`src/design/gste_pkg.sv`:
```
// Shared types, constants and helper functions of the GPS sentence time extractor.
`default_nettype none

package gste_pkg;

    // Characters that steer the parser.
    localparam logic [7:0] CHAR_DOLLAR = 8'h24;
    localparam logic [7:0] CHAR_STAR   = 8'h2A;
    localparam logic [7:0] CHAR_COMMA  = 8'h2C;
    localparam logic [7:0] CHAR_UPPER_G = 8'h47;
    localparam logic [7:0] CHAR_UPPER_A = 8'h41;

    // Field numbers inside the sentence body.
    localparam logic [3:0] FIELD_IDENT  = 4'd0;
    localparam logic [3:0] FIELD_TIME   = 4'd1;
    localparam logic [3:0] FIELD_STATUS = 4'd2;
    localparam logic [3:0] FIELD_MAX    = 4'd15;
    localparam logic [2:0] COUNT_MAX    = 3'd7;
    localparam int         TIME_DIGITS  = 6;

    // Widths of the register and the result fields.
    localparam int HOUR_W = 5;
    localparam int MIN_W  = 6;
    localparam int SEC_W  = 6;

    // Reset value of the hour offset register.
    localparam logic [HOUR_W-1:0] HOUR_OFFSET_RESET = 5'd8;

    // Default depth of the record queue between parser and formatter.
    localparam int QUEUE_DEPTH_DEFAULT = 2;

    // One finished sentence as seen by the parser.
    typedef struct packed {
        logic        checksum_ok;
        logic        status_a;
        logic        ident_g;
        logic [23:0] time_digits;
    } rec_t;

    // Decoded hex character.
    typedef struct packed {
        logic       ok;
        logic [3:0] val;
    } hex_t;

    // Accepts 0-9, A-F and a-f.
    function automatic hex_t hex_decode(input logic [7:0] c);
        hex_t h;
        h.ok  = 1'b1;
        h.val = 4'd0;
        if (c >= 8'h30 && c <= 8'h39)
        begin
            h.val = 4'(c - 8'h30);
        end
        else if (c >= 8'h41 && c <= 8'h46)
        begin
            h.val = 4'(c - 8'h37);
        end
        else if (c >= 8'h61 && c <= 8'h66)
        begin
            h.val = 4'(c - 8'h57);
        end
        else
        begin
            h.ok = 1'b0;
        end
        return h;
    endfunction

    // Two BCD digits to a binary value of at most 99.
    function automatic logic [6:0] two_digits(input logic [3:0] tens,
                                              input logic [3:0] units);
        logic [6:0] t;
        t = {3'd0, tens};
        return (t << 3) + (t << 1) + {3'd0, units};
    endfunction

endpackage

`default_nettype wire

```
`src/design/gps_sentence_time_extractor.sv`:
```
// Top level of the GPS sentence time extractor.
//
// Characters enter through a queue-style port: an item is taken at a rising edge
// with push high and full low; full is high only while the record queue between
// the parser and the formatter holds QUEUE_DEPTH finished sentences.
// One character is taken every cycle while full is low; the parser updates its
// field and checksum state in that same cycle.
// The second checksum digit of a sentence makes a record that enters the queue at
// the edge that takes that character and moves on to the output register when
// it heads the queue and that register is free (empty falls then).
// Results leave through empty/pop; a result waits in the output register until
// popped, while up to QUEUE_DEPTH more sentences collect behind it and
// characters keep flowing until that queue is full.
// The hour offset register is written through cfg_valid/cfg_ready/cfg_data;
// cfg_ready is always high and the write takes effect on the next edge.
// Reset clears the parser (no sentence open), empties the queue and the output
// register, and sets the hour offset to 8.
`default_nettype none

module gps_sentence_time_extractor #(
    parameter int QUEUE_DEPTH = gste_pkg::QUEUE_DEPTH_DEFAULT
) (
    input  wire logic                        clk,
    input  wire logic                        rst_n,
    input  wire logic                        push,
    output logic                             full,
    input  wire logic [7:0]                  char_code,
    output logic                             empty,
    input  wire logic                        pop,
    output logic                             sentence_ok,
    output logic                             checksum_ok,
    output logic                             status_active,
    output logic [gste_pkg::HOUR_W-1:0]      local_hour,
    output logic [gste_pkg::MIN_W-1:0]       minute,
    output logic [gste_pkg::SEC_W-1:0]       second,
    input  wire logic                        cfg_valid,
    output logic                             cfg_ready,
    input  wire logic [gste_pkg::HOUR_W-1:0] cfg_data
);
    import gste_pkg::*;

    logic rec_push, rec_pop, q_full, q_empty;
    rec_t rec_in, rec_out;

    assign full      = q_full;
    assign cfg_ready = 1'b1;

    // Parser.
    gste_front u_front (
        .clk       (clk),
        .rst_n     (rst_n),
        .accept    (push && !q_full),
        .char_code (char_code),
        .rec_push  (rec_push),
        .rec       (rec_in)
    );

    // Record queue.
    gste_queue #(
        .DEPTH (QUEUE_DEPTH)
    ) u_queue (
        .clk     (clk),
        .rst_n   (rst_n),
        .wr_en   (rec_push),
        .wr_data (rec_in),
        .full    (q_full),
        .rd_en   (rec_pop),
        .rd_data (rec_out),
        .empty   (q_empty)
    );

    // Formatter and output register.
    gste_back u_back (
        .clk           (clk),
        .rst_n         (rst_n),
        .cfg_we        (cfg_valid && cfg_ready),
        .cfg_data      (cfg_data),
        .rec_valid     (!q_empty),
        .rec           (rec_out),
        .rec_pop       (rec_pop),
        .pop           (pop),
        .empty         (empty),
        .sentence_ok   (sentence_ok),
        .checksum_ok   (checksum_ok),
        .status_active (status_active),
        .local_hour    (local_hour),
        .minute        (minute),
        .second        (second)
    );

endmodule

`default_nettype wire

```
`src/design/gste_front.sv`:
```
// Character parser: tracks fields and checksum, and hands out one record per sentence.
`default_nettype none

module gste_front (
    input  wire logic           clk,
    input  wire logic           rst_n,
    input  wire logic           accept,
    input  wire logic [7:0]     char_code,
    output logic                rec_push,
    output gste_pkg::rec_t      rec
);
    import gste_pkg::*;

    typedef enum logic [1:0] {HP_BODY, HP_FIRST, HP_SECOND} hex_phase_t;

    logic        in_sentence_reg, in_sentence_next;
    logic [7:0]  checksum_acc_reg, checksum_acc_next;
    logic [3:0]  field_number_reg, field_number_next;
    logic [2:0]  field_count_reg, field_count_next;
    logic        ident_g_reg, ident_g_next;
    logic [23:0] time_digits_reg, time_digits_next;
    logic        status_a_reg, status_a_next;
    hex_phase_t  hex_phase_reg, hex_phase_next;
    logic [7:0]  rx_checksum_reg, rx_checksum_next;

    hex_t        hx;
    logic [3:0]  digit;
    logic [7:0]  rx_full;

    assign hx      = hex_decode(char_code);
    assign digit   = (char_code >= 8'h30 && char_code <= 8'h39) ? 4'(char_code - 8'h30) : 4'd0;
    assign rx_full = {rx_checksum_reg[3:0], hx.val};

    // Next state of the parser for the accepted item.
    always_comb
    begin
        in_sentence_next  = in_sentence_reg;
        checksum_acc_next = checksum_acc_reg;
        field_number_next = field_number_reg;
        field_count_next  = field_count_reg;
        ident_g_next      = ident_g_reg;
        time_digits_next  = time_digits_reg;
        status_a_next     = status_a_reg;
        hex_phase_next    = hex_phase_reg;
        rx_checksum_next  = rx_checksum_reg;
        rec_push          = 1'b0;

        if (accept)
        begin
            if (char_code == CHAR_DOLLAR)
            begin
                in_sentence_next  = 1'b1;
                checksum_acc_next = 8'd0;
                field_number_next = FIELD_IDENT;
                field_count_next  = 3'd0;
                ident_g_next      = 1'b0;
                time_digits_next  = 24'd0;
                status_a_next     = 1'b0;
                hex_phase_next    = HP_BODY;
                rx_checksum_next  = 8'd0;
            end
            else if (in_sentence_reg)
            begin
                if (hex_phase_reg == HP_BODY)
                begin
                    if (char_code == CHAR_STAR)
                    begin
                        hex_phase_next = HP_FIRST;
                    end
                    else
                    begin
                        checksum_acc_next = checksum_acc_reg ^ char_code;
                        if (char_code == CHAR_COMMA)
                        begin
                            if (field_number_reg != FIELD_MAX)
                            begin
                                field_number_next = field_number_reg + 4'd1;
                            end
                            field_count_next = 3'd0;
                        end
                        else
                        begin
                            if (field_number_reg == FIELD_IDENT && field_count_reg == 3'd0)
                            begin
                                ident_g_next = (char_code == CHAR_UPPER_G);
                            end
                            else if (field_number_reg == FIELD_TIME)
                            begin
                                // Only the first six characters land in a digit slot.
                                for (int i = 0; i < TIME_DIGITS; i++)
                                begin
                                    if (field_count_reg == 3'(i))
                                    begin
                                        time_digits_next[23-4*i -: 4] = digit;
                                    end
                                end
                            end
                            else if (field_number_reg == FIELD_STATUS)
                            begin
                                status_a_next = (field_count_reg == 3'd0) &&
                                                (char_code == CHAR_UPPER_A);
                            end
                            if (field_count_reg != COUNT_MAX)
                            begin
                                field_count_next = field_count_reg + 3'd1;
                            end
                        end
                    end
                end
                else if (!hx.ok)
                begin
                    // A bad checksum digit drops the sentence.
                    in_sentence_next = 1'b0;
                    hex_phase_next   = HP_BODY;
                end
                else
                begin
                    rx_checksum_next = rx_full;
                    if (hex_phase_reg == HP_FIRST)
                    begin
                        hex_phase_next = HP_SECOND;
                    end
                    else
                    begin
                        in_sentence_next = 1'b0;
                        hex_phase_next   = HP_BODY;
                        rec_push         = 1'b1;
                    end
                end
            end
        end
    end

    // Record of the sentence that completes with this item.
    always_comb
    begin
        rec.checksum_ok = (rx_full == checksum_acc_reg);
        rec.status_a    = status_a_reg;
        rec.ident_g     = ident_g_reg;
        rec.time_digits = time_digits_reg;
    end

    // Parser state.
    always_ff @(posedge clk or negedge rst_n)
    begin
        if (!rst_n)
        begin
            in_sentence_reg  <= 1'b0;
            checksum_acc_reg <= 8'd0;
            field_number_reg <= FIELD_IDENT;
            field_count_reg  <= 3'd0;
            ident_g_reg      <= 1'b0;
            time_digits_reg  <= 24'd0;
            status_a_reg     <= 1'b0;
            hex_phase_reg    <= HP_BODY;
            rx_checksum_reg  <= 8'd0;
        end
        else
        begin
            in_sentence_reg  <= in_sentence_next;
            checksum_acc_reg <= checksum_acc_next;
            field_number_reg <= field_number_next;
            field_count_reg  <= field_count_next;
            ident_g_reg      <= ident_g_next;
            time_digits_reg  <= time_digits_next;
            status_a_reg     <= status_a_next;
            hex_phase_reg    <= hex_phase_next;
            rx_checksum_reg  <= rx_checksum_next;
        end
    end

endmodule

`default_nettype wire

```
`src/design/gste_queue.sv`:
```
// Short record queue between the parser and the result formatter.
`default_nettype none

module gste_queue #(
    parameter int DEPTH = gste_pkg::QUEUE_DEPTH_DEFAULT
) (
    input  wire logic           clk,
    input  wire logic           rst_n,
    input  wire logic           wr_en,
    input  gste_pkg::rec_t      wr_data,
    output logic                full,
    input  wire logic           rd_en,
    output gste_pkg::rec_t      rd_data,
    output logic                empty
);
    import gste_pkg::*;

    localparam int PTR_W = (DEPTH > 1) ? $clog2(DEPTH) : 1;
    localparam int CNT_W = $clog2(DEPTH + 1);
    localparam logic [PTR_W-1:0] LAST_PTR  = PTR_W'(DEPTH - 1);
    localparam logic [CNT_W-1:0] DEPTH_CNT = CNT_W'(DEPTH);

    rec_t             slots_reg [DEPTH];
    logic [PTR_W-1:0] wr_ptr_reg, wr_ptr_next;
    logic [PTR_W-1:0] rd_ptr_reg, rd_ptr_next;
    logic [CNT_W-1:0] count_reg, count_next;
    logic             do_wr, do_rd;

    assign full    = (count_reg == DEPTH_CNT);
    assign empty   = (count_reg == '0);
    assign do_wr   = wr_en && !full;
    assign do_rd   = rd_en && !empty;
    assign rd_data = slots_reg[rd_ptr_reg];

    // Pointer and fill count update.
    always_comb
    begin
        wr_ptr_next = wr_ptr_reg;
        rd_ptr_next = rd_ptr_reg;
        count_next  = count_reg;
        if (do_wr)
        begin
            wr_ptr_next = (wr_ptr_reg == LAST_PTR) ? '0 : wr_ptr_reg + 1'b1;
        end
        if (do_rd)
        begin
            rd_ptr_next = (rd_ptr_reg == LAST_PTR) ? '0 : rd_ptr_reg + 1'b1;
        end
        if (do_wr && !do_rd)
        begin
            count_next = count_reg + 1'b1;
        end
        else if (do_rd && !do_wr)
        begin
            count_next = count_reg - 1'b1;
        end
    end

    // Control registers.
    always_ff @(posedge clk or negedge rst_n)
    begin
        if (!rst_n)
        begin
            wr_ptr_reg <= '0;
            rd_ptr_reg <= '0;
            count_reg  <= '0;
        end
        else
        begin
            wr_ptr_reg <= wr_ptr_next;
            rd_ptr_reg <= rd_ptr_next;
            count_reg  <= count_next;
        end
    end

    // Record storage.
    always_ff @(posedge clk)
    begin
        if (do_wr)
        begin
            slots_reg[wr_ptr_reg] <= wr_data;
        end
    end

endmodule

`default_nettype wire

```
`src/design/gste_back.sv`:
```
// Result formatter: converts a record to local time and holds it in the output register.
`default_nettype none

module gste_back (
    input  wire logic                       clk,
    input  wire logic                       rst_n,
    input  wire logic                       cfg_we,
    input  wire logic [gste_pkg::HOUR_W-1:0] cfg_data,
    input  wire logic                       rec_valid,
    input  gste_pkg::rec_t                  rec,
    output logic                            rec_pop,
    input  wire logic                       pop,
    output logic                            empty,
    output logic                            sentence_ok,
    output logic                            checksum_ok,
    output logic                            status_active,
    output logic [gste_pkg::HOUR_W-1:0]     local_hour,
    output logic [gste_pkg::MIN_W-1:0]      minute,
    output logic [gste_pkg::SEC_W-1:0]      second
);
    import gste_pkg::*;

    logic              out_valid_reg;
    logic [HOUR_W-1:0] hour_offset_reg;
    logic              ok_reg, ck_reg, st_reg;
    logic [HOUR_W-1:0] hour_reg, hour_next;
    logic [MIN_W-1:0]  minute_reg, minute_next;
    logic [SEC_W-1:0]  second_reg, second_next;

    logic [7:0]        hr_sum, hr_m96, hr_m48;
    logic [6:0]        mi_raw, se_raw;
    logic              load;

    assign load    = rec_valid && (!out_valid_reg || pop);
    assign rec_pop = load;

    // Hour plus offset, brought below 24 by three conditional subtractions.
    always_comb
    begin
        hr_sum = {1'b0, two_digits(rec.time_digits[23:20], rec.time_digits[19:16])}
                 + {3'd0, hour_offset_reg};
        hr_m96 = (hr_sum >= 8'd96) ? hr_sum - 8'd96 : hr_sum;
        hr_m48 = (hr_m96 >= 8'd48) ? hr_m96 - 8'd48 : hr_m96;
        hour_next = (hr_m48 >= 8'd24) ? HOUR_W'(hr_m48 - 8'd24) : HOUR_W'(hr_m48);
    end

    // Minutes and seconds, saturated at 59.
    always_comb
    begin
        mi_raw = two_digits(rec.time_digits[15:12], rec.time_digits[11:8]);
        se_raw = two_digits(rec.time_digits[7:4], rec.time_digits[3:0]);
        minute_next = (mi_raw > 7'd59) ? MIN_W'(59) : MIN_W'(mi_raw);
        second_next = (se_raw > 7'd59) ? SEC_W'(59) : SEC_W'(se_raw);
    end

    // Offset register and output valid flag.
    always_ff @(posedge clk or negedge rst_n)
    begin
        if (!rst_n)
        begin
            hour_offset_reg <= HOUR_OFFSET_RESET;
            out_valid_reg   <= 1'b0;
        end
        else
        begin
            if (cfg_we)
            begin
                hour_offset_reg <= cfg_data;
            end
            if (load)
            begin
                out_valid_reg <= 1'b1;
            end
            else if (pop)
            begin
                out_valid_reg <= 1'b0;
            end
        end
    end

    // Output payload.
    always_ff @(posedge clk)
    begin
        if (load)
        begin
            ok_reg     <= rec.checksum_ok && rec.status_a && rec.ident_g;
            ck_reg     <= rec.checksum_ok;
            st_reg     <= rec.status_a;
            hour_reg   <= hour_next;
            minute_reg <= minute_next;
            second_reg <= second_next;
        end
    end

    assign empty         = !out_valid_reg;
    assign sentence_ok   = ok_reg;
    assign checksum_ok   = ck_reg;
    assign status_active = st_reg;
    assign local_hour    = hour_reg;
    assign minute        = minute_reg;
    assign second        = second_reg;

endmodule

`default_nettype wire

```
`config.mk`:
```
export PLATFORM = sky130hd
export DESIGN_NAME = gps_sentence_time_extractor
export DESIGN_NICKNAME = d
export VERILOG_FILES = /design/src/design/gste_pkg.sv /design/src/design/gps_sentence_time_extractor.sv /design/src/design/gste_front.sv /design/src/design/gste_queue.sv /design/src/design/gste_back.sv
export SDC_FILE = /design/constraint.sdc
export NUM_CORES = 1
export LEC_CHECK = 0
export BUFFER_PORTS_ARGS = -buffer_cell sky130_fd_sc_hd__buf_2
export CORE_AREA = 2 2 155 119
export CTS_BUF_LIST = sky130_fd_sc_hd__clkbuf_4
export DETAILED_ROUTE_END_ITERATION = 6
export DIE_AREA = 0 0 157 121
export HOLD_SLACK_MARGIN = 0.08
export SYNTH_ARGS = -nofsm -noshare
export SYNTH_HDL_FRONTEND = slang
export SYNTH_SLANG_ARGS = --single-unit
```
`constraint.sdc`:
```
create_clock -name clk -period 7.3 [get_ports clk]
set_clock_uncertainty 0.2 [all_clocks]
set_input_delay 1.46 -clock clk [delete_from_list [all_inputs] [get_ports clk]]
set_output_delay 1.46 -clock clk [all_outputs]
set_load 0.01 [all_outputs]
```
Word level (Yosys, flattened, before mapping)

Memories as Yosys holds them, arrays and structs flattened.
Cells that the tools add are included.

Output and inout port bits: 23
RAM bits: 54
Logic and storage cells: 215
Register bits: 78
Input port bits: 18
Memories: 1

Muxes and demuxes: 82
Add/subtract/negate cells: 19
Bitwise operators: 1
Reduce and logical (&&, ||, !) cells: 53
$lt $le $gt $ge: 11
Eq/ne operators: 23

Memory list:

| memory            | words | width | read ports | clocked after memory_dff | write ports | RTL line         | text |
|---|---|---|---|---|---|---|---|
| u_queue.slots_reg | 2     | 27    | 1          | 0                        | 1           | gste_queue.sv:23 | `rec_t slots_reg [DEPTH];` |

Operators with widths:

| operator                                                               | count |
|---|---|
| 24-bit two-way mux                                                     | 7 |
| 4-bit two-way mux                                                      | 20 |
| 8-bit AND reduction                                                    | 7 |
| 8-bit two-way mux                                                      | 6 |
| 1-bit two-way mux                                                      | 34 |
| 2-bit nonzero test                                                     | 16 |
| 8-bit by 6-bit equality test with 1-bit output (second input constant) | 3 |
| 8-bit by 7-bit >= comparator with 1-bit output (second input constant) | 3 |
| 7-bit by 4-bit adder with 7-bit output                                 | 3 |
| 7-bit by 5-bit adder with 7-bit output                                 | 3 |
| 3-bit two-way mux                                                      | 6 |
| 8-bit by 7-bit equality test with 1-bit output (second input constant) | 2 |
| 8-bit by 6-bit >= comparator with 1-bit output (second input constant) | 2 |
| 8-bit by 7-bit <= comparator with 1-bit output (second input constant) | 2 |
| 2-bit two-way mux                                                      | 8 |
| 7-bit by 6-bit > comparator with 1-bit output (second input constant)  | 2 |
| 1-bit logical AND                                                      | 13 |
| 6-bit AND reduction                                                    | 2 |
| 2-bit by 1-bit != test with 1-bit output (second input constant)       | 5 |
| 7-bit by 5-bit adder with 8-bit output                                 | 1 |
| 8-bit equality test                                                    | 1 |
| 8-bit by 5-bit >= comparator with 1-bit output (second input constant) | 1 |
| 8-bit by 6-bit <= comparator with 1-bit output (second input constant) | 1 |
| 4-bit AND reduction                                                    | 2 |
| other kinds (30)                                                       | 39 |

Logic depth before layout (Yosys ltp)

Gate-level depths: netlist of run 1.

Word-level depth: 15
Gate-level depth with buffers: 21
Gate-level depth less buffers: 19

Hierarchy

From an unflattened synthesis of run 1, not the netlist that was laid out.

Cell total of the unflattened synthesis: 579
Area, all modules: 7,258.2 um^2

Modules (own cells, without submodules):

| module                      | cells an instance | area an instance (um^2) | sequential area each (um^2) | times used |
|---|---|---|---|---|
| gste_front                  | 263               | 2,761.4                 | 1,201.2                     | 1 |
| gste_queue                  | 103               | 2,244.7                 | 1,721.7                     | 1 |
| gste_back                   | 209               | 2,223.4                 | 752.0                       | 1 |
| gps_sentence_time_extractor | 4                 | 28.8                    | 0.0                         | 1 |

Least setup slack after synthesis of run 1

OpenSTA, ideal clock, no wires.

Kind: reg2reg
Start: reg u_queue.rd_ptr_reg
End: reg u_back.hour_reg[3] (netlist: u_back.local_hour[3]) (data pin)
Required time: 6.832 ns
Library setup time: 0.268 ns
Setup slack: 2.121 ns
Cell stages (with the launch flop): 19
Arrival: 4.711 ns
Path through: dfrtp_1 buf_6 clkbuf_1 mux2i_1 fa_1 inv_1 fa_1 xor2_1 ha_1 a21oi_1 o21ai_4 a311oi_2 nor2b_1 ha_1 o2111ai_1 o21ai_0 xnor2_1 o41ai_2 mux2i_1

Longest elaborated chain between the ends: 10

Ends and longest elaborated chain:

| what                                                                                                          | RTL line         | text |
|---|---|---|
| start, declared                                                                                               | gste_queue.sv:25 | `logic [PTR_W-1:0] rd_ptr_reg, rd_ptr_next;` |
| start signal, assigned                                                                                        | gste_queue.sv:71 | `rd_ptr_reg <= rd_ptr_next;` |
| memory read 2 x 27 bit *                                                                                      | -                |  |
| 7-bit by 5-bit adder with 7-bit output                                                                        | gste_pkg.sv:75   | `return (t << 3) + (t << 1) + {3'd0, units};` |
| 7-bit by 4-bit adder with 7-bit output *                                                                      | gste_pkg.sv:75   |  |
| 7-bit by 5-bit adder with 8-bit output *                                                                      | gste_back.sv:41  | `+ {3'd0, hour_offset_reg};` |
| 8-bit by 7-bit subtractor with 8-bit output or 8-bit by 7-bit >= comparator with 1-bit output (tied branches) | gste_back.sv:42  | `hr_m96 = (hr_sum >= 8'd96) ? hr_sum - 8'd96 : hr_sum;` |
| 8-bit two-way mux *                                                                                           | gste_back.sv:42  |  |
| 8-bit by 6-bit subtractor with 8-bit output or 8-bit by 6-bit >= comparator with 1-bit output (tied branches) | gste_back.sv:43  | `hr_m48 = (hr_m96 >= 8'd48) ? hr_m96 - 8'd48 : hr_m96;` |
| 8-bit two-way mux *                                                                                           | gste_back.sv:43  |  |
| 8-bit by 5-bit >= comparator with 1-bit output or 5-bit subtractor (tied branches)                            | gste_back.sv:44  | `hour_next = (hr_m48 >= 8'd24) ? HOUR_W'(hr_m48 - 8'd24) : HOUR_W'(hr_m48);` |
| 5-bit two-way mux *                                                                                           | gste_back.sv:44  |  |
| via u_back.hour_next[3]                                                                                       | gste_back.sv:26  | `logic [HOUR_W-1:0] hour_reg, hour_next;` |
| end signal, assigned                                                                                          | gste_back.sv:89  | `hour_reg <= hour_next;` |
| end, declared                                                                                                 | gste_back.sv:26  |  |

The timed path passes the listed nets; every way through them passes the cells marked *.
A chain may end at the register's enable or synchronous reset.

Final worst setup path of run 1

Ends and elaborated chain as after synthesis.

==> results of run 1 <==
kinds of logic (layout without fill, tap and decap cells):
logic type / Yosys count / in the layout
adders and majority gates: 52 / 52
muxes: 63 / 63
xor gates and xnor gates: 37 / 37
DFF: 132 / 132
other: 1 / 1
and+or+nand+nor: 137 / 137
buffers and inverters: 44 / 105
AOI/OAI and AO/OA: 81 / 81
path summary, 6_finish.rpt:
check                           cells past startpoint                   startpoint                           to
max in group asynchronous                           2                        rst_n   u_front.time_digits_reg[4]
worst min register to register                      0  u_front.time_digits_reg[16]     u_queue.slots_reg[1][16]
worst max-delay path                               17           u_queue.rd_ptr_reg         u_back.local_hour[3]
min in group asynchronous                           2                        rst_n  u_front.checksum_acc_reg[7]
worst max register to register                     17           u_queue.rd_ptr_reg         u_back.local_hour[3]
worst min-delay path                                0  u_front.time_digits_reg[16]     u_queue.slots_reg[1][16]
metal layers:
metal,track usage,up-vias,share of wire
li1,-,2078,-
met1,0.184,2042,0.47
met2,0.240,83,0.48
met3,0.0414,17,0.039
met4,0.0384,0,0.012
met5,0,-,0
stage by stage:
step | hold WS (ns) | std cells | power, mW | cell area (µm²) | setup WS [ns]
after floorplan | 0.237 | 547 | 1.15 | 6890 | 2.12
after global placement | 0.243 | 818 | 1.25 | 7340 | 1.81
final | 0.269 | 850 | 1.77 | 7660 | 1.42
after detailed placement | 0.251 | 818 | 1.26 | 7340 | 1.48
after global routing | 0.285 | 850 | 1.87 | 7660 | 1.11
after CTS | 0.277 | 850 | 1.80 | 7660 | 1.47
power breakdown:
| part | switching, mW | internal [mW] |
|---|---|---|
| clock | 0.269 | 0.268 |
| combinational | 0.160 | 0.126 |
| sequential | 0.0684 | 0.879 |
critical path, cell delays in order, from the launching register on:
cell	delay (ns)
dfrtp_1	0.87
buf_4	0.35
mux2_4	0.37
ha_1	0.29
ha_1	0.34
xor2_1	0.24
ha_1	0.28
a21oi_1	0.38
o21ai_4	0.18
a311oi_2	0.38
nor2b_1	0.09
ha_1	0.40
nor2b_1	0.25
nand3_1	0.10
a2111oi_0	0.52
nor3_1	0.13
o41ai_2	0.10
mux2i_1	0.12
final cells by class:
type	count	area [µm²]	area share
Sequential cell	132	3670	0.480
Clock inverter	15	189	0.0247
Clock buffer	17	128	0.0167
Timing Repair Buffer	43	225	0.0294
Tap cell	242	303	0.0395
Inverter	30	113	0.0147
Multi-Input combinational cell	371	3030	0.395
layout by cell type (no fill, tap or decap), types with 8 or more instances in the layout:
| cell type | synthesis | final |
|---|---|---|
| mux2_1 | 11 | 11 |
| ha_1 | 45 | 45 |
| inv_1 | 30 | 30 |
| xnor2_1 | 9 | 9 |
| mux2i_1 | 8 | 8 |
| a21oi_1 | 17 | 17 |
| clkbuf_4 | 0 | 17 |
| mux2_2 | 43 | 43 |
| o21ai_0 | 17 | 17 |
| buf_2 | 1 | 39 |
| nand2_1 | 48 | 48 |
| nor2_1 | 27 | 27 |
| edfxtp_1 | 74 | 74 |
| dfrtp_1 | 57 | 57 |
| xor2_1 | 27 | 27 |
==> PnR_summary.wiki, run 1 <==
{| class="wikitable"
! Metric !! Value
|-
| Commonest cells post-synth || edfxtp_1 (74), dfrtp_1 (57), nand2_1 (48), ha_1 (45), mux2_2 (43)
|-
| Maximum fanout count along the critical path || 17
|-
| Complex-gate fraction of the synthesized area || 0.0843
|-
| Overall via count from detail_route || around 4200
|-
| Final-report max-slew violation count || 0
|-
| Resized cells post-CTS || 0
|-
| Peak Freq || 170 MHz
|-
| Number of enable-type register cells in the synthesized netlist || 74
|-
| Number of clock sinks || 132
|-
| Largest net degree at the start of global routing || 59
|-
| Type of the worst setup path || reg -> reg
|-
| DR DRC count || 0
|-
| Antenna diode instance count || 0
|-
| Final setup violation count || 0
|-
| Number of hold-slack violations in the final timing report || 0
|-
| Critical Path Start Type || register
|-
| Detailed Routing Iterations Pass 1 || 4
|-
| Htree depth || 4
|-
| RSZ-0062 raised after global routing || no
|-
| Sequential area share after synthesis || 0.533
|-
| Clock slew seen by the registers of the worst setup and hold paths || 0.11 ns
|-
| Final critical path time including I/O delays and setup || ~6 ns
|-
| GRT Util Overall || 0.144
|-
| Netlist area before placement || between 6000 and 7000 µm²
|-
| Crit path DAT || around 5.9 ns
|-
| Floorplan die width || 157 µm
|-
| Share of post-route cells with drive strength above 1 || 0.220
|-
| Placeable core region || 17400 µm²
|-
| Main flop type after synthesis || edfxtp_1
|-
| Post-synthesis cell type with the largest combined area || edfxtp_1
|-
| Status || finished, final reports clean
|-
| Clock latency on the worst-skew pair || 0.53 ns
|-
| Gr ovfl total || 0
|-
| Average via count per standard cell || 4.96
|-
| Area added between synthesis and finish || 11.1%
|-
| Class of the worst hold path || reg -> reg
|-
| Post-Syn Instances || 547
|-
| Mean post-synth cell area || roughly 13 µm²
|-
| Net Count, Synth || between 600 and 700
|-
| Yosys Warn Count || 0
|-
| Total die area || 19000 µm²
|-
| Portion of the clock cycle consumed by the worst path in the final layout || 0.805
|-
| Slack of the worst reg-to-reg path || 1.42 ns
|-
| Antenna Violating Nets Remaining || 0
|-
| Top-level I/O count || between 40 and 50
|-
| Via count of the first global-routing pass || between 4000 and 5000
|-
| Most frequently used cell type in the post-synthesis netlist || edfxtp_1
|-
| Number of antenna violations at the first check in global routing || 0
|-
| Initial Util || 0.396
|-
| Wire length of the first global-routing pass || 21.1 mm
|-
| Maximum ir drop on the vdd rail || 0.112 mV
|-
| Routed WL per cell || approximately 15 µm
|-
| Initial DRC Count || ~210
|-
| Share of synthesized flip-flops with an asynchronous set or reset || 0.439
|-
| Placed wire-length estimate after detailed placement || about 8.9 mm
|-
| Required @ worst endpoint || 7.36 ns
|-
| Leakage power summed over all cells || about 3.6 nW
|-
| Critical path endpoint category || register
|-
| Flip-flop count of the largest register after layout || 54
|-
| # rows || 42
|-
| Final wirelength || 12.7 mm
|-
| Remaining max-slew budget at the tightest pin || 0.322
|-
| Arithmetic-cell share of the synthesized area counting full adders, half adders and majority gates || 0.102
|-
| Post-CTS Repair Setup Buffers || 0
|-
| Final core utilization || 0.440
|-
| Simple-gate share of the synthesized area || 0.101
|-
| Share of the synthesized area in the top cell type || 0.322
|-
| Synth Register Bits || between 100 and 150
|-
| Count of buffers from port buffering || 39
|-
| Number of distinct standard cells referenced by the synthesized netlist || 71
|-
| Area contributors post-synth || edfxtp_1 (32%), dfrtp_1 (21%), ha_1 (8.2%)
|-
| Transition time of the tightest slew-check pin || slightly above 1 ns
|-
| Synth Area in XOR/XNOR || 0.0490
|-
| Clock buffer count from CTS || 17
|-
| Hold Buf Count CTS || 0
|-
| Combinational family with the most area after synthesis || adder cells
|-
| TritonCTS clock tree || done
|-
| Maximum capacitance violations || 0
|-
| Filler Cells Inserted || approximately 1600
|-
| Library cell used as clock root buffer || clkbuf_4
|-
| Power per cell area || 231 nW/µm²
|-
| Final RePlAce weighted congestion || 0.786
|-
| Die Y || 121 µm
|-
| Total negative slack for setup checks || 0 ns
|-
| Number of nets in the finished design || between 600 and 700
|-
| Post-synthesis mux area share || 0.102
|-
| Longest Clk Path Bufs || 2
|}
(Power assumes the default switching activity.)
==> inputs of run 2 (changes only) <==
clock period = 5.4 ns   (was 7.3 ns; I/O delays follow)
==> run 2 against run 1 <==
Sequential share of layout area rose by 0.30 points. Worst setup slack got worse by 1.2 ns. Non-clock buffer count rose by 4. Die area did not move. Via count rose by 0.45%. Wire length rose by 1.9%. Sequential cell count did not move. Global-route usage rose by 0.31 points. Cell area fell by 0.59%. Final cell count rose by 0.47%. Worst hold slack barely moved.
==> PnR_summary.wiki, run 2 (synthesized netlist as in run 1, its figures left out) <==
{| class="wikitable"
! Metric !! Value
|-
| Final critical path time including I/O delays and setup || 5.13 ns (-0.743 ns)
|-
| Total negative slack for setup checks || 0 ns (unchanged)
|-
| Gr ovfl total || 0 (unchanged)
|-
| Portion of the clock cycle consumed by the worst path in the final layout || 0.951 (+0.146)
|-
| Critical path endpoint category || register
|-
| Critical path cell sequence || mux2_2, inv_1, fa_1, inv_1, fa_1, xor2_1, ha_1, a21oi_4, o21ai_4, a311oi_2, nor2b_1, ha_1, nor2_1, o211a_1, a211o_1, a31oi_1, mux2i_1, nand2_1, mux2i_1
|-
| Antenna diode instance count || 0 (unchanged)
|-
| Clock buffer count from CTS || 17 (unchanged)
|-
| Maximum ir drop on the vdd rail || 0.152 mV (+35%)
|-
| Die Y || 121 µm (unchanged)
|-
| Initial DRC Count || 222 (+7.8%)
|-
| Final RePlAce weighted congestion || 0.784 (-0.22%)
|-
| Non-filler instance count after layout || 854 (+0.47%)
|-
| Longest Clk Path Bufs || 2 (unchanged)
|-
| Final core utilization || 0.438 (-0.00259)
|-
| CP peak stage delay || 0.50 ns (-0.37 ns)
|-
| Number of nets in the finished design || 669 (+0.60%)
|-
| Power per cell area || 292 nW/µm² (+26%)
|-
| Maximum fanout count along the critical path || 9 (-8)
|-
| Number of antenna violations at the first check in global routing || 0 (unchanged)
|-
| Number of clock sinks || 132 (unchanged)
|-
| Detailed Routing Iterations Pass 1 || 4 (unchanged)
|-
| Routed WL per cell || 15.2 µm (+1.4%)
|-
| Leakage power summed over all cells || 3.56 nW (-0.99%)
|-
| WP depth || 19 (+2)
|-
| Remaining max-slew budget at the tightest pin || 0.365 (+0.0429)
|-
| Area added between synthesis and finish || 10.5%
|-
| # rows || 42 (unchanged)
|-
| Library cell used as clock root buffer || clkbuf_4
|-
| Worst path bufs/invs || 2 (+1)
|-
| Resized cells post-CTS || 0 (unchanged)
|-
| Wire length of the first global-routing pass || 21.6 mm (+1.9%)
|-
| Flip-flop count of the largest register after layout || 54 (unchanged)
|-
| Clock latency on the worst-skew pair || 0.52 ns (about the same)
|-
| Largest net degree at the start of global routing || 59 (unchanged)
|-
| Highest-count cells in the layout ignoring fill and taps || edfxtp_1 (74), dfrtp_1 (56), nand2_1 (48), ha_1 (45), mux2_2 (43)
|-
| Crit path DAT || 5.19 ns (-0.75 ns)
|-
| Antenna Violating Nets Remaining || 0 (unchanged)
|-
| Commonest non-fill, non-tap cell in the layout || edfxtp_1
|-
| RSZ-0062 raised after global routing || no
|-
| Placeable core region || 17400 µm² (unchanged)
|-
| Endpoint of the most critical register-to-register path || u_back.local_hour[3]
|-
| Share of post-route cells with drive strength above 1 || 0.227 (+0.00673)
|-
| Critical Path Start Type || register
|-
| Start point of the critical path || u_queue.rd_ptr_reg
|-
| Post-CTS Repair Setup Buffers || 0 (unchanged)
|-
| Via count of the first global-routing pass || 4276 (-1.6%)
|-
| Top-level I/O count || 41 (unchanged)
|-
| Filler Cells Inserted || 1647 (+2.3%)
|-
| Number of hold-slack violations in the final timing report || 0 (unchanged)
|-
| Final setup violation count || 0 (unchanged)
|-
| TritonCTS clock tree || done
|-
| Htree depth || 4 (unchanged)
|-
| Peak Freq || 195 MHz (+14%)
|-
| GRT Util Overall || 0.147 (+0.00315)
|-
| Final wirelength || 12.9 mm (+1.9%)
|-
| Initial Util || 0.396 (unchanged)
|-
| Status || finished, final reports clean
|-
| Class of the worst hold path || reg -> reg
|-
| Hold Buf Count CTS || 0 (unchanged)
|-
| Transition time of the tightest slew-check pin || 0.952 ns (-0.0617 ns)
|-
| Critical Path Slowest Stage Cell || dfrtp_2
|-
| Cells on worst reg2reg path || 19 (+2)
|-
| Overall via count from detail_route || 4239 (+0.45%)
|-
| Count of buffers from port buffering || 39 (unchanged)
|-
| DR DRC count || 0 (unchanged)
|-
| Worst reg2reg startpoint || u_queue.rd_ptr_reg
|-
| Required @ worst endpoint || 5.46 ns (-1.90 ns)
|-
| Final-report max-slew violation count || 0 (unchanged)
|-
| Total die area || 19000 µm² (unchanged)
|-
| Number of placed instances with taps included || 822 (+0.49%)
|-
| Slack of the worst reg-to-reg path || 0.27 ns (-1.16 ns)
|-
| Critical path endpoint || u_back.local_hour[3]
|-
| Type of the worst setup path || reg -> reg
|-
| Floorplan die width || 157 µm (unchanged)
|-
| Maximum capacitance violations || 0 (unchanged)
|-
| Placed wire-length estimate after detailed placement || 9.09 mm (+2.1%)
|-
| Average via count per standard cell || 4.96 (about the same)
|-
| Clock slew seen by the registers of the worst setup and hold paths || 0.12 ns (about the same)
|-
| Cell class contributing the biggest share of worst-path delay || adder cells
|-
| Fin Hold WS || 0.268 ns (-0.000136 ns)
|}
==> run 2: worst min-delay path by stage <==
stage                                startpoint                       end  slack, ns  cells after the start
floorplan            u_front.time_digits_reg[0]   u_queue.slots_reg[0][0]       0.24                      0
global placement     u_front.time_digits_reg[2]   u_queue.slots_reg[0][2]       0.25                      0
detailed placement  u_front.time_digits_reg[12]  u_queue.slots_reg[0][12]       0.25                      0
CTS                  u_front.time_digits_reg[4]   u_queue.slots_reg[1][4]       0.27                      0
global route         u_front.time_digits_reg[4]   u_queue.slots_reg[0][4]       0.29                      0
finish               u_front.time_digits_reg[4]   u_queue.slots_reg[0][4]       0.27                      0
==> run 2: per-layer routing <==
layer,routed length [µm],GRT usage,vias up
li1,-,-,2078
met1,6180,0.194,2082
met2,6190,0.240,70
met3,478,0.0400,9
met4,102,0.0384,0
met5,0,0,-
==> run 2: where the power goes <==
part           leakage, nW  switching, mW  internal, mW
registers             1.57         0.0772          1.19
logic                 1.89          0.241         0.175
clock network        0.106          0.369         0.173
==> run 2: worst reg2reg max path, delay by kind of cell (launching register included) <==
| family | cells | cell delay, ns |
|---|---|---|
| compound gates | 6 | 1.36 |
| buf+inv | 2 | 0.13 |
| simple gates | 3 | 0.30 |
| mux | 3 | 0.49 |
| flops | 1 | 0.50 |
| fa+ha+maj | 4 | 1.69 |
| xor+xnor | 1 | 0.23 |
==> run 2: layout make-up <==
type                    instances  area, µm²  share of cell area
clock buffers                  17        128              0.0168
flip-flops and latches        132       3680               0.483
inverters                      30        113              0.0148
well taps                     242        303              0.0398
clock inverters                15       92.6              0.0122
multi-input cells             371       3050               0.400
repair buffers                 47        255              0.0335
==> run 2: through the flow <==
step	setup WS, ns	total power, mW	cell area [µm²]
final	0.266	2.22	7610
after global routing	0.0126	2.36	7610
after CTS	0.0200	2.26	7590
after detailed placement	0.0413	1.71	7370
after global placement	0.287	1.70	7370
after floorplan	0.221	1.55	6890
